===== src/hw/rtl/vdq_pkg.sv =====
// Package for the value deque: operation and status codes, sequencer
// states and the result record shared by the controller and the top level.
// No dependencies.
`timescale 1ns / 1ps
`default_nettype none

package vdq_pkg;

  localparam int OP_W   = 3;
  localparam int VAL_W  = 32;
  localparam int STAT_W = 2;
  localparam int CNT_W  = 5;

  // operation codes
  localparam logic [OP_W-1:0] OP_PUSH_FRONT = 3'd0;
  localparam logic [OP_W-1:0] OP_PUSH_BACK  = 3'd1;
  localparam logic [OP_W-1:0] OP_POP_FRONT  = 3'd2;
  localparam logic [OP_W-1:0] OP_POP_BACK   = 3'd3;
  localparam logic [OP_W-1:0] OP_REMOVE     = 3'd4;
  localparam logic [OP_W-1:0] OP_SUB_MIN    = 3'd5;

  // status codes
  localparam logic [STAT_W-1:0] ST_DONE      = 2'd0;
  localparam logic [STAT_W-1:0] ST_EMPTY     = 2'd1;
  localparam logic [STAT_W-1:0] ST_FULL      = 2'd2;
  localparam logic [STAT_W-1:0] ST_NOT_FOUND = 2'd3;

  // sequencer states
  typedef enum logic [3:0] {
    S_IDLE,
    S_SCAN,
    S_SHIFT,
    S_MIN,
    S_SUB,
    S_FRONT,
    S_BACK,
    S_BACK_WAIT,
    S_DONE
  } state_t;

  // one result record
  typedef struct packed {
    logic [STAT_W-1:0]       status;
    logic [CNT_W-1:0]        entry_count;
    logic signed [VAL_W-1:0] front_value;
    logic signed [VAL_W-1:0] back_value;
  } res_t;

endpackage

`default_nettype wire


===== src/hw/rtl/vdq_if.sv =====
// Valid/ready channel interfaces for the value deque: operation input
// and result output. Depends on vdq_pkg.
`timescale 1ns / 1ps
`default_nettype none

interface vdq_in_if;
  import vdq_pkg::*;
  logic                    valid;
  logic                    ready;
  logic [OP_W-1:0]         operation;
  logic signed [VAL_W-1:0] item_value;

  modport source (output valid, output operation, output item_value, input ready);
  modport sink   (input valid, input operation, input item_value, output ready);
endinterface

interface vdq_out_if;
  import vdq_pkg::*;
  logic                    valid;
  logic                    ready;
  logic [STAT_W-1:0]       status;
  logic [CNT_W-1:0]        entry_count;
  logic signed [VAL_W-1:0] front_value;
  logic signed [VAL_W-1:0] back_value;

  modport source (output valid, output status, output entry_count,
                  output front_value, output back_value, input ready);
  modport sink   (input valid, input status, input entry_count,
                  input front_value, input back_value, output ready);
endinterface

`default_nettype wire


===== src/hw/rtl/value_deque_with_remove_and_rebase_top.sv =====
// Top level of the value deque: entry memory, sequencer and result
// register. Depends on vdq_pkg, vdq_if, vdq_ram and vdq_ctrl.
//
//   channel   dir   payload                                        flow
//   in_ch     in    operation, item_value                          valid/ready
//   out_ch    out   status, entry_count, front_value, back_value   valid/ready
//
// One operation at a time. Push and pop read the front and then the back
// entry before the result (both ends report zero when the list ends up
// empty); remove and subtract-minimum first walk the entries, paced by the
// single read port of the entry memory, one entry per cycle.
// Reset clears state, pointers, count and valid flags; the memory needs no clearing.
// The result register frees the sequencer: a new operation is taken while
// a result waits, and the sequencer holds its next result until the
// register drains.
`timescale 1ns / 1ps
`default_nettype none

module value_deque_with_remove_and_rebase_top #(
  parameter int DEPTH = 16
) (
  input  wire logic  clk,
  input  wire logic  rst_n,
  vdq_in_if.sink     in_ch,
  vdq_out_if.source  out_ch
);

  import vdq_pkg::*;

  localparam int IW = $clog2(DEPTH);

  logic          mem_we;
  logic [IW-1:0] mem_waddr;
  logic [31:0]   mem_wdata;
  logic [IW-1:0] mem_raddr;
  logic [31:0]   mem_rdata;

  logic res_valid;
  logic res_ready;
  res_t res;

  res_t out_r;
  logic out_valid_r;

  // entry memory
  vdq_ram #(
    .WIDTH (VAL_W),
    .DEPTH (DEPTH)
  ) u_ram (
    .clk   (clk),
    .we    (mem_we),
    .waddr (mem_waddr),
    .wdata (mem_wdata),
    .raddr (mem_raddr),
    .rdata (mem_rdata)
  );

  // sequencer
  vdq_ctrl #(
    .DEPTH (DEPTH)
  ) u_ctrl (
    .clk       (clk),
    .rst_n     (rst_n),
    .in_ch     (in_ch),
    .res_valid (res_valid),
    .res_ready (res_ready),
    .res       (res),
    .mem_we    (mem_we),
    .mem_waddr (mem_waddr),
    .mem_wdata (mem_wdata),
    .mem_raddr (mem_raddr),
    .mem_rdata (mem_rdata)
  );

  // result register
  assign res_ready = !out_valid_r || out_ch.ready;

  always_ff @(posedge clk) begin
    if (!rst_n) begin
      out_valid_r <= 1'b0;
    end else if (res_ready) begin
      out_valid_r <= res_valid;
    end
  end

  always_ff @(posedge clk) begin
    if (res_valid && res_ready) begin
      out_r <= res;
    end
  end

  assign out_ch.valid       = out_valid_r;
  assign out_ch.status      = out_r.status;
  assign out_ch.entry_count = out_r.entry_count;
  assign out_ch.front_value = out_r.front_value;
  assign out_ch.back_value  = out_r.back_value;

  // an empty list reports zero at both ends
  assert property (@(posedge clk) disable iff (!rst_n)
    (out_valid_r && out_r.entry_count == '0) |->
      (out_r.front_value == '0 && out_r.back_value == '0))
    else $error("empty result with nonzero end values");

  // a refused push only happens on a full list
  assert property (@(posedge clk) disable iff (!rst_n)
    (res_valid && res.status == ST_FULL) |-> (res.entry_count == CNT_W'(DEPTH)))
    else $error("full status with count below depth");

  // an empty status leaves nothing held
  assert property (@(posedge clk) disable iff (!rst_n)
    (res_valid && res.status == ST_EMPTY) |-> (res.entry_count == '0))
    else $error("empty status with entries held");

  // a held result from the sequencer does not change
  assert property (@(posedge clk) disable iff (!rst_n)
    (res_valid && !res_ready) |=> (res_valid && $stable(res)))
    else $error("sequencer result changed while held");

endmodule

`default_nettype wire


===== src/hw/rtl/vdq_ram.sv =====
// Generic simple dual-port RAM: one write port, one read port with
// registered read data. No dependencies.
`timescale 1ns / 1ps
`default_nettype none

module vdq_ram #(
  parameter int WIDTH = 32,
  parameter int DEPTH = 16
) (
  input  wire logic                     clk,
  input  wire logic                     we,
  input  wire logic [$clog2(DEPTH)-1:0] waddr,
  input  wire logic [WIDTH-1:0]         wdata,
  input  wire logic [$clog2(DEPTH)-1:0] raddr,
  output      logic [WIDTH-1:0]         rdata
);

  logic [WIDTH-1:0] mem_r [DEPTH];
  logic [WIDTH-1:0] rdata_r;

  // write port
  always_ff @(posedge clk) begin
    if (we) begin
      mem_r[waddr] <= wdata;
    end
  end

  // registered read port
  always_ff @(posedge clk) begin
    rdata_r <= mem_r[raddr];
  end

  assign rdata = rdata_r;

endmodule

`default_nettype wire


===== src/hw/rtl/vdq_ctrl.sv =====
// Sequencer of the value deque: ring pointers, operation decode and the
// walks over the entry memory for remove and subtract-minimum.
// Depends on vdq_pkg and vdq_in_if; drives an external vdq_ram.
`timescale 1ns / 1ps
`default_nettype none

module vdq_ctrl #(
  parameter int DEPTH = 16
) (
  input  wire logic                     clk,
  input  wire logic                     rst_n,
  vdq_in_if.sink                        in_ch,
  output      logic                     res_valid,
  input  wire logic                     res_ready,
  output      vdq_pkg::res_t            res,
  output      logic                     mem_we,
  output      logic [$clog2(DEPTH)-1:0] mem_waddr,
  output      logic [31:0]              mem_wdata,
  output      logic [$clog2(DEPTH)-1:0] mem_raddr,
  input  wire logic [31:0]              mem_rdata
);

  import vdq_pkg::*;

  localparam int IW = $clog2(DEPTH);
  localparam int CW = $clog2(DEPTH + 1);

  // ring slot of a position counted from the front
  function automatic logic [IW-1:0] slot_of(input logic [IW-1:0] base,
                                            input logic [CW-1:0] pos);
    logic [CW:0] sum;
    sum = (CW+1)'(base) + (CW+1)'(pos);
    if (sum >= (CW+1)'(DEPTH)) begin
      sum = sum - (CW+1)'(DEPTH);
    end
    return sum[IW-1:0];
  endfunction

  state_t            state_r, state_nxt;
  logic [IW-1:0]     front_r, front_nxt;
  logic [CW-1:0]     occ_r, occ_nxt;
  logic [VAL_W-1:0]  val_r, val_nxt;
  logic [STAT_W-1:0] status_r, status_nxt;
  logic [VAL_W-1:0]  mn_r, mn_nxt;
  logic [VAL_W-1:0]  fv_r, fv_nxt;
  logic [VAL_W-1:0]  bv_r, bv_nxt;
  logic [CW-1:0]     rd_i_r, rd_i_nxt;
  logic [IW-1:0]     di_r, di_nxt;
  logic              dv_r, dv_nxt;

  logic          accept;
  logic          full;
  logic          empty;
  logic          walk_end;
  logic          last;
  logic          hit;
  logic          less;
  logic [IW-1:0] front_dec;
  logic [IW-1:0] front_inc;

  // input handshake: one operation at a time
  assign in_ch.ready = (state_r == S_IDLE);

  // shared conditions
  assign accept    = in_ch.valid && in_ch.ready;
  assign full      = (occ_r == CW'(DEPTH));
  assign empty     = (occ_r == '0);
  assign walk_end  = (rd_i_r >= occ_r);
  assign last      = dv_r && (CW'(di_r) == (occ_r - CW'(1)));
  assign hit       = dv_r && (mem_rdata == val_r);
  assign less      = ($signed(mem_rdata) < $signed(mn_r));
  assign front_dec = (front_r == '0) ? IW'(DEPTH - 1) : (front_r - IW'(1));
  assign front_inc = (front_r == IW'(DEPTH - 1)) ? '0 : (front_r + IW'(1));

  // next state
  always_comb begin
    state_nxt = state_r;
    unique case (state_r)
      S_IDLE: begin
        if (accept) begin
          if (in_ch.operation == OP_REMOVE && !empty) begin
            state_nxt = S_SCAN;
          end else if (in_ch.operation == OP_SUB_MIN && !empty) begin
            state_nxt = S_MIN;
          end else begin
            state_nxt = S_FRONT;
          end
        end
      end
      S_SCAN: begin
        if (hit) begin
          state_nxt = S_SHIFT;
        end else if (last) begin
          state_nxt = S_FRONT;
        end
      end
      S_SHIFT: begin
        if (walk_end) begin
          state_nxt = S_FRONT;
        end
      end
      S_MIN: begin
        if (last) begin
          state_nxt = S_SUB;
        end
      end
      S_SUB: begin
        if (walk_end) begin
          state_nxt = S_FRONT;
        end
      end
      S_FRONT: begin
        state_nxt = empty ? S_DONE : S_BACK;
      end
      S_BACK: begin
        state_nxt = S_BACK_WAIT;
      end
      S_BACK_WAIT: begin
        state_nxt = S_DONE;
      end
      S_DONE: begin
        if (res_ready) begin
          state_nxt = S_IDLE;
        end
      end
      default: begin
        state_nxt = S_IDLE;
      end
    endcase
  end

  // result handshake and memory port outputs
  always_comb begin
    res_valid   = (state_r == S_DONE);
    mem_we      = 1'b0;
    mem_waddr   = slot_of(front_r, occ_r);
    mem_wdata   = in_ch.item_value;
    mem_raddr   = slot_of(front_r, rd_i_r);
    unique case (state_r)
      S_IDLE: begin
        if (accept && !full) begin
          if (in_ch.operation == OP_PUSH_FRONT) begin
            mem_we    = 1'b1;
            mem_waddr = front_dec;
          end else if (in_ch.operation == OP_PUSH_BACK) begin
            mem_we    = 1'b1;
          end
        end
      end
      S_SHIFT: begin
        // close up: entry read at position i lands at position i-1
        mem_we    = dv_r;
        mem_waddr = slot_of(front_r, CW'(di_r) - CW'(1));
        mem_wdata = mem_rdata;
      end
      S_SUB: begin
        mem_we    = dv_r;
        mem_waddr = slot_of(front_r, CW'(di_r));
        mem_wdata = mem_rdata - mn_r;
      end
      S_FRONT: begin
        mem_raddr = front_r;
      end
      S_BACK: begin
        mem_raddr = slot_of(front_r, occ_r - CW'(1));
      end
      default: begin
      end
    endcase
  end

  // datapath next values
  always_comb begin
    front_nxt  = front_r;
    occ_nxt    = occ_r;
    val_nxt    = val_r;
    status_nxt = status_r;
    mn_nxt     = mn_r;
    fv_nxt     = fv_r;
    bv_nxt     = bv_r;
    rd_i_nxt   = rd_i_r;
    di_nxt     = di_r;
    dv_nxt     = 1'b0;

    // walk: one read issued per cycle, its data used in the cycle after
    if (state_r == S_SCAN || state_r == S_SHIFT || state_r == S_MIN ||
        state_r == S_SUB) begin
      if (!walk_end) begin
        rd_i_nxt = rd_i_r + CW'(1);
        di_nxt   = rd_i_r[IW-1:0];
        dv_nxt   = 1'b1;
      end
    end

    unique case (state_r)
      S_IDLE: begin
        if (accept) begin
          val_nxt    = in_ch.item_value;
          status_nxt = ST_DONE;
          rd_i_nxt   = '0;
          dv_nxt     = 1'b0;
          if (in_ch.operation == OP_PUSH_FRONT || in_ch.operation == OP_PUSH_BACK) begin
            if (full) begin
              status_nxt = ST_FULL;
            end else begin
              occ_nxt = occ_r + CW'(1);
              if (in_ch.operation == OP_PUSH_FRONT) begin
                front_nxt = front_dec;
              end
            end
          end else if (in_ch.operation == OP_POP_FRONT ||
                       in_ch.operation == OP_POP_BACK) begin
            if (empty) begin
              status_nxt = ST_EMPTY;
            end else begin
              occ_nxt = occ_r - CW'(1);
              if (in_ch.operation == OP_POP_FRONT) begin
                front_nxt = front_inc;
              end
            end
          end else if (in_ch.operation == OP_REMOVE ||
                       in_ch.operation == OP_SUB_MIN) begin
            if (empty) begin
              status_nxt = ST_EMPTY;
            end
          end
        end
      end
      S_SCAN: begin
        if (hit) begin
          // restart the walk just past the match
          rd_i_nxt = CW'(di_r) + CW'(1);
          dv_nxt   = 1'b0;
        end else if (last) begin
          status_nxt = ST_NOT_FOUND;
        end
      end
      S_SHIFT: begin
        if (walk_end) begin
          occ_nxt = occ_r - CW'(1);
        end
      end
      S_MIN: begin
        if (dv_r && (di_r == '0 || less)) begin
          mn_nxt = mem_rdata;
        end
        if (last) begin
          rd_i_nxt = '0;
          dv_nxt   = 1'b0;
        end
      end
      S_FRONT: begin
        if (empty) begin
          fv_nxt = '0;
          bv_nxt = '0;
        end
      end
      S_BACK: begin
        fv_nxt = mem_rdata;
      end
      S_BACK_WAIT: begin
        bv_nxt = mem_rdata;
      end
      default: begin
      end
    endcase
  end

  // control registers
  always_ff @(posedge clk) begin
    if (!rst_n) begin
      state_r <= S_IDLE;
      front_r <= '0;
      occ_r   <= '0;
      dv_r    <= 1'b0;
    end else begin
      state_r <= state_nxt;
      front_r <= front_nxt;
      occ_r   <= occ_nxt;
      dv_r    <= dv_nxt;
    end
  end

  // payload registers
  always_ff @(posedge clk) begin
    val_r    <= val_nxt;
    status_r <= status_nxt;
    mn_r     <= mn_nxt;
    fv_r     <= fv_nxt;
    bv_r     <= bv_nxt;
    rd_i_r   <= rd_i_nxt;
    di_r     <= di_nxt;
  end

  // result record
  always_comb begin
    res.status      = status_r;
    res.entry_count = CNT_W'(occ_r);
    res.front_value = fv_r;
    res.back_value  = bv_r;
  end

endmodule

`default_nettype wire

===== src/flat_wrapper.sv =====
// flat-port wrapper written by rule: the top's interface ports become plain ports
module value_deque_with_remove_and_rebase_top_flat import vdq_pkg::*;
#(
  parameter int DEPTH = 16
)
  (clk, rst_n, in_ch_valid, in_ch_operation, in_ch_item_value, in_ch_ready, out_ch_valid, out_ch_status, out_ch_entry_count, out_ch_front_value, out_ch_back_value, out_ch_ready);
  vdq_in_if in_ch_i ();
  vdq_out_if out_ch_i ();
  input  wire logic clk;
  input  wire logic rst_n;
  input wire logic [$bits(in_ch_i.valid)-1:0] in_ch_valid;
  input wire logic [$bits(in_ch_i.operation)-1:0] in_ch_operation;
  input wire logic [$bits(in_ch_i.item_value)-1:0] in_ch_item_value;
  output wire logic [$bits(in_ch_i.ready)-1:0] in_ch_ready;
  output wire logic [$bits(out_ch_i.valid)-1:0] out_ch_valid;
  output wire logic [$bits(out_ch_i.status)-1:0] out_ch_status;
  output wire logic [$bits(out_ch_i.entry_count)-1:0] out_ch_entry_count;
  output wire logic [$bits(out_ch_i.front_value)-1:0] out_ch_front_value;
  output wire logic [$bits(out_ch_i.back_value)-1:0] out_ch_back_value;
  input wire logic [$bits(out_ch_i.ready)-1:0] out_ch_ready;
  assign in_ch_i.valid = in_ch_valid;
  assign in_ch_i.operation = in_ch_operation;
  assign in_ch_i.item_value = in_ch_item_value;
  assign in_ch_ready = in_ch_i.ready;
  assign out_ch_valid = out_ch_i.valid;
  assign out_ch_status = out_ch_i.status;
  assign out_ch_entry_count = out_ch_i.entry_count;
  assign out_ch_front_value = out_ch_i.front_value;
  assign out_ch_back_value = out_ch_i.back_value;
  assign out_ch_i.ready = out_ch_ready;
  value_deque_with_remove_and_rebase_top #(.DEPTH(DEPTH)) u_core (.clk(clk), .rst_n(rst_n), .in_ch(in_ch_i), .out_ch(out_ch_i));
endmodule

===== config.mk =====
export PLATFORM = sky130hd
export DESIGN_NAME = value_deque_with_remove_and_rebase_top_flat
export DESIGN_NICKNAME = d
export VERILOG_FILES = /design/src/hw/rtl/vdq_pkg.sv /design/src/hw/rtl/vdq_if.sv /design/src/hw/rtl/value_deque_with_remove_and_rebase_top.sv /design/src/hw/rtl/vdq_ram.sv /design/src/hw/rtl/vdq_ctrl.sv /design/src/flat_wrapper.sv
export SDC_FILE = /design/constraint.sdc
export NUM_CORES = 1
export LEC_CHECK = 0
export BUFFER_PORTS_ARGS = -buffer_cell sky130_fd_sc_hd__buf_2
export CAP_MARGIN = 20
export CORE_ASPECT_RATIO = 1.1
export CORE_MARGIN = 2
export CORE_UTILIZATION = 66
export CTS_CLUSTER_SIZE = 8
export DETAILED_ROUTE_END_ITERATION = 6
export GPL_TIMING_DRIVEN = 0
export PLACE_DENSITY_LB_ADDON = 0.25
export SLEW_MARGIN = 20
export SYNTH_ARGS = -nofsm -noshare
export SYNTH_HDL_FRONTEND = slang
export SYNTH_HIERARCHICAL = 1
export SYNTH_SLANG_ARGS = --single-unit

===== constraint.sdc =====
create_clock -name clk -period 15.9 [get_ports clk]
set_input_delay 3.18 -clock clk [delete_from_list [all_inputs] [get_ports clk]]
set_output_delay 3.18 -clock clk [all_outputs]
set_load 0.01 [all_outputs]

==> flow_metrics.env <==
export IMPL_synth_top_family_by_area="multiplexers"
export IMPL_die_area_um2=49300
export IMPL_slowest_stage="nor3_2"
export IMPL_fin_skew_ns=0.0258
export IMPL_slowest_delay_ns=0.70
export IMPL_dp_hpwl_um=51200
export IMPL_cts_resized=0
export IMPL_final_common_cell="edfxtp_1"
export IMPL_fmax_ghz=0.148
export IMPL_status="finished, final reports clean"
export IMPL_final_cell_mix="edfxtp_1 (717), mux4_2 (128), buf_2 (123), clkbuf_1 (112), clkbuf_16 (107)"
export IMPL_met3_length_um=7120
export IMPL_max_cap_viol_count=0
export IMPL_die_width_um=212
export IMPL_synth_xor_area_share_pct=2.46
export IMPL_reg2reg_from="u_core/u_ctrl/state_r[3]"
export IMPL_finalWorstSetupSlack_ns=9.14
export IMPL_reg2reg_slack_ns=9.83
export IMPL_critPathLaunchType="primary input"
export IMPL_wl_per_cell_um=28.8
export IMPL_cts_buffers=106
export IMPL_slew_viol_final=0
export IMPL_antennaDiodeCount=0
export IMPL_postCtsSetupRepairBufs=0
export IMPL_nFillCells=2414
export IMPL_leakage_nw=12.5
export IMPL_required_ns=16.26
export IMPL_critPathKind="in -> reg"
export IMPL_vias=18235
export IMPL_area_delta_synth_final_pct=16.9
export IMPL_synth_compound_area_share_pct=6.60
export IMPL_timing_critical_path_max_delay_family="simple AND/OR/NAND/NOR gates"
export IMPL_hold_class="reg -> reg"
export IMPL_hold_viol_final=0
export IMPL_postCtsHoldBufs=0
export IMPL_route_met2_wl_um=41000
export IMPL_fp_row_count=83
export IMPL_ant_nets=0
export IMPL_yosys_warnings=6
export IMPL_grt_pass1_wl_um=119000
export IMPL_syn_nets=1897
export IMPL_clockRootBuffer="clkbuf_16"
export IMPL_synthCells=1799
export IMPL_grt_max_degree=72
export IMPL_drt_iter0_markers=2052
export IMPL_holdPathStages=0
export IMPL_finalPower_w=0.00676
export IMPL_cts_tree="yes"
export IMPL_ys_seq_elements=769
export IMPL_endpoint_kind="flip-flop"
export IMPL_pin_count=112
export IMPL_place_area_um2=33500
export IMPL_antenna_found_initial=2
export IMPL_die_h_um=233
export IMPL_fin_crit_sh_pct=42.5
export IMPL_yosys_area_share_simple_pct=5.18
export IMPL_crit_arrival_ns=7.12
export IMPL_stdcell_area_um2=36700
export IMPL_grt_overflow=0
export IMPL_final_util_pct=78.3
export IMPL_p_per_area_nw_per_um2=185
export IMPL_ys_types=82
export IMPL_htreeDepth=3
export IMPL_nNetsFinal=2164
export IMPL_critPathBufInv=4
export IMPL_path_cells="clkbuf_1, nor2_1, nand2_1, nor3_2, o311ai_0, o211ai_1, o211ai_1, nand3b_1, nor3_2, buf_4, buf_6, buf_4"
export IMPL_post_place_ws_ns=8.57
export IMPL_tns_ns=0
export IMPL_track_usage_pct=33.9
export IMPL_gp_congestion=0.953
export IMPL_cp_max_fo=9
export IMPL_place_port_buffers=110
export IMPL_drive_gt1_share_pct=23.1
export IMPL_synth_seq_area_share_pct=72.0
export IMPL_rr_endpoint="u_core/u_ram/mem_r[4][25]"
export IMPL_route_detailed_drc=0
export IMPL_core_um2=46800
export IMPL_slew_headroom_pct=33.8
export IMPL_async_flop_share_pct=0
export IMPL_peakVddDrop_mv=0.114
export IMPL_clockBufferDepth=3
export IMPL_clk_latency_ns=0.67
export IMPL_hold_path_startpoint="u_core/u_ctrl/fv_r[8]"
export IMPL_rsz0062_at_grt="no"
export IMPL_min_to="u_core/out_ch.front_value[8]"
export IMPL_yosys_mux_area_fraction_pct=9.49
export IMPL_worst_pin_slew_ns=0.987
export IMPL_synth_flop_cell="edfxtp_1"
export IMPL_grt_pass1_vias=18660
export IMPL_netlist_area_um2=31400
export IMPL_avgSynthCellArea_um2=17.4
export IMPL_drt_met1_wl_um=29100
export IMPL_top_layer="met5"
export IMPL_clk_pin_slew_ns=0.05
export IMPL_min_period_ns=6.76
export IMPL_vias_per_cell=6.57
export IMPL_wl_um=80000
export IMPL_start_util_pct=66.9
export IMPL_synth_edff_count=717
export IMPL_synth_fa_ha_area_share_pct=2.45
export IMPL_finalSetupViolCount=0
export IMPL_r2r_cells=19
export IMPL_dr_pass1_iters=6
export IMPL_cts_sinks=769
==> cell families after synthesis <==
logic type | after synthesis
adder cells (fa/ha/maj) | 59
multiplexers | 137
buffers and inverters | 139
flip-flops | 769
AO/OA/AOI/OAI | 291
XOR/XNOR | 88
AND/OR/NAND/NOR | 316
==> metal layers <==
| metal | global-route usage (%) | vias up |
|---|---|---|
| met2 | 57.8 | 1185 |
| met4 | 13.9 | 2 |
| met1 | 43.4 | 9122 |
| li1 | - | 7701 |
| met3 | 6.30 | 225 |
| met5 | 0 | - |
==> Yosys cell counts (all sizes together), types with 4 or more instances <==
library cell / count / area (µm²)
nor3b: 4 / 30.0
nor4: 7 / 50.1
clkbuf: 49 / 185
a21oi: 41 / 209
nor2: 65 / 244
nand4: 14 / 93.8
a21boi: 4 / 37.5
nand2: 88 / 330
nor3: 20 / 115
a21o: 16 / 120
o21a: 5 / 37.5
o22ai: 7 / 43.8
edfxtp: 717 / 21500
nand3: 14 / 82.6
xor2: 26 / 228
fa: 4 / 80.1
nor2b: 12 / 75.1
nand2b: 14 / 95.1
a31oi: 7 / 50.1
ha: 55 / 688
and3: 31 / 194
a221oi: 4 / 35.0
and2: 34 / 215
o211ai: 6 / 45.0
xnor2: 62 / 543
a211oi: 5 / 37.5
mux4: 128 / 2880
o311ai: 6 / 60.1
inv: 56 / 210
o21bai: 5 / 37.5
dfxtp: 52 / 1040
a22oi: 91 / 683
o41ai: 5 / 77.6
buf: 34 / 178
mux2i: 6 / 60.1
o21ai: 61 / 309
==> state kept, by name, summed over array words and instances, names as in the netlist, 2 cells and up <==
register,count
u_core/u_ram/mem_r,512
u_core/out_ch.back_value,32
u_core/out_ch.front_value,32
u_core/u_ctrl/bv_r,32
u_core/u_ctrl/fv_r,32
u_core/u_ctrl/mn_r,32
u_core/u_ctrl/val_r,32
u_core/u_ram/rdata,32
u_core/out_ch.entry_count,5
u_core/u_ctrl/occ_r,5
u_core/u_ctrl/rd_i_r,5
u_core/u_ctrl/di_r,4
u_core/u_ctrl/front_r,4
u_core/u_ctrl/state_r,4
u_core/out_ch.status,2
u_core/u_ctrl/status_r,2
==> where the power goes <==
part	internal [W]	leakage [nW]	total, W	switching, W
Sequential	0.00264	6.88	0.00279	0.000151
Clock	0.00125	1.46	0.00208	0.000832
Combinational	0.000674	4.15	0.00190	0.00122
Total	0.00456	12.5	0.00676	0.00221
==> worst max path at each step <==
stage                                   from                        end  slack (ns)  depth (start not counted)
after floorplan           in_ch_operation[1]   u_core/u_ram/mem_r[0][0]        8.20                          9
after global placement    in_ch_operation[1]  u_core/u_ram/mem_r[0][22]        5.60                          9
after detailed placement  in_ch_operation[1]  u_core/u_ram/mem_r[3][21]        8.57                          9
after CTS                 in_ch_operation[1]   u_core/u_ram/mem_r[1][4]        9.25                          9
after global routing      in_ch_operation[1]  u_core/u_ram/mem_r[4][24]        8.98                         12
final                     in_ch_operation[1]  u_core/u_ram/mem_r[4][25]        9.14                         12
==> worst reg2reg max path, cell delays in order, from the launching register on <==
cell,delay (ns)
dfxtp_1,0.30
clkbuf_1,0.33
nor2b_1,0.09
clkbuf_1,0.27
nand2_1,0.55
clkbuf_1,0.72
nor2_1,0.10
a21oi_1,0.26
ha_1,0.30
a21o_1,0.15
a21oi_1,0.19
xnor2_1,0.18
nor2_1,0.07
a21oi_1,0.15
o211ai_1,0.22
nand3b_1,0.46
nor3_2,0.70
buf_4,0.33
buf_6,0.18
buf_4,0.21
==> stage by stage <==
step | cells | hold WS (ns)
3_3_place_gp | 2546 | 0.401
6_report | 2775 | 0.409
5_1_grt | 2775 | 0.420
2_1_floorplan | 1799 | 0.400
4_1_cts | 2773 | 0.412
3_5_place_dp | 2593 | 0.405
==> layout make-up <==
cell class | count | area (µm²) | area share [%]
Timing Repair Buffer | 159 | 1250 | 3.41
Multi-Input combinational cell | 891 | 8420 | 23.0
Tap cell | 637 | 797 | 2.17
Clock buffer | 172 | 2930 | 8.00
Buffer | 83 | 363 | 0.990
Sequential cell | 769 | 22600 | 61.6
Clock inverter | 8 | 120 | 0.328
Inverter | 56 | 210 | 0.573
(Power assumes the default switching activity.)
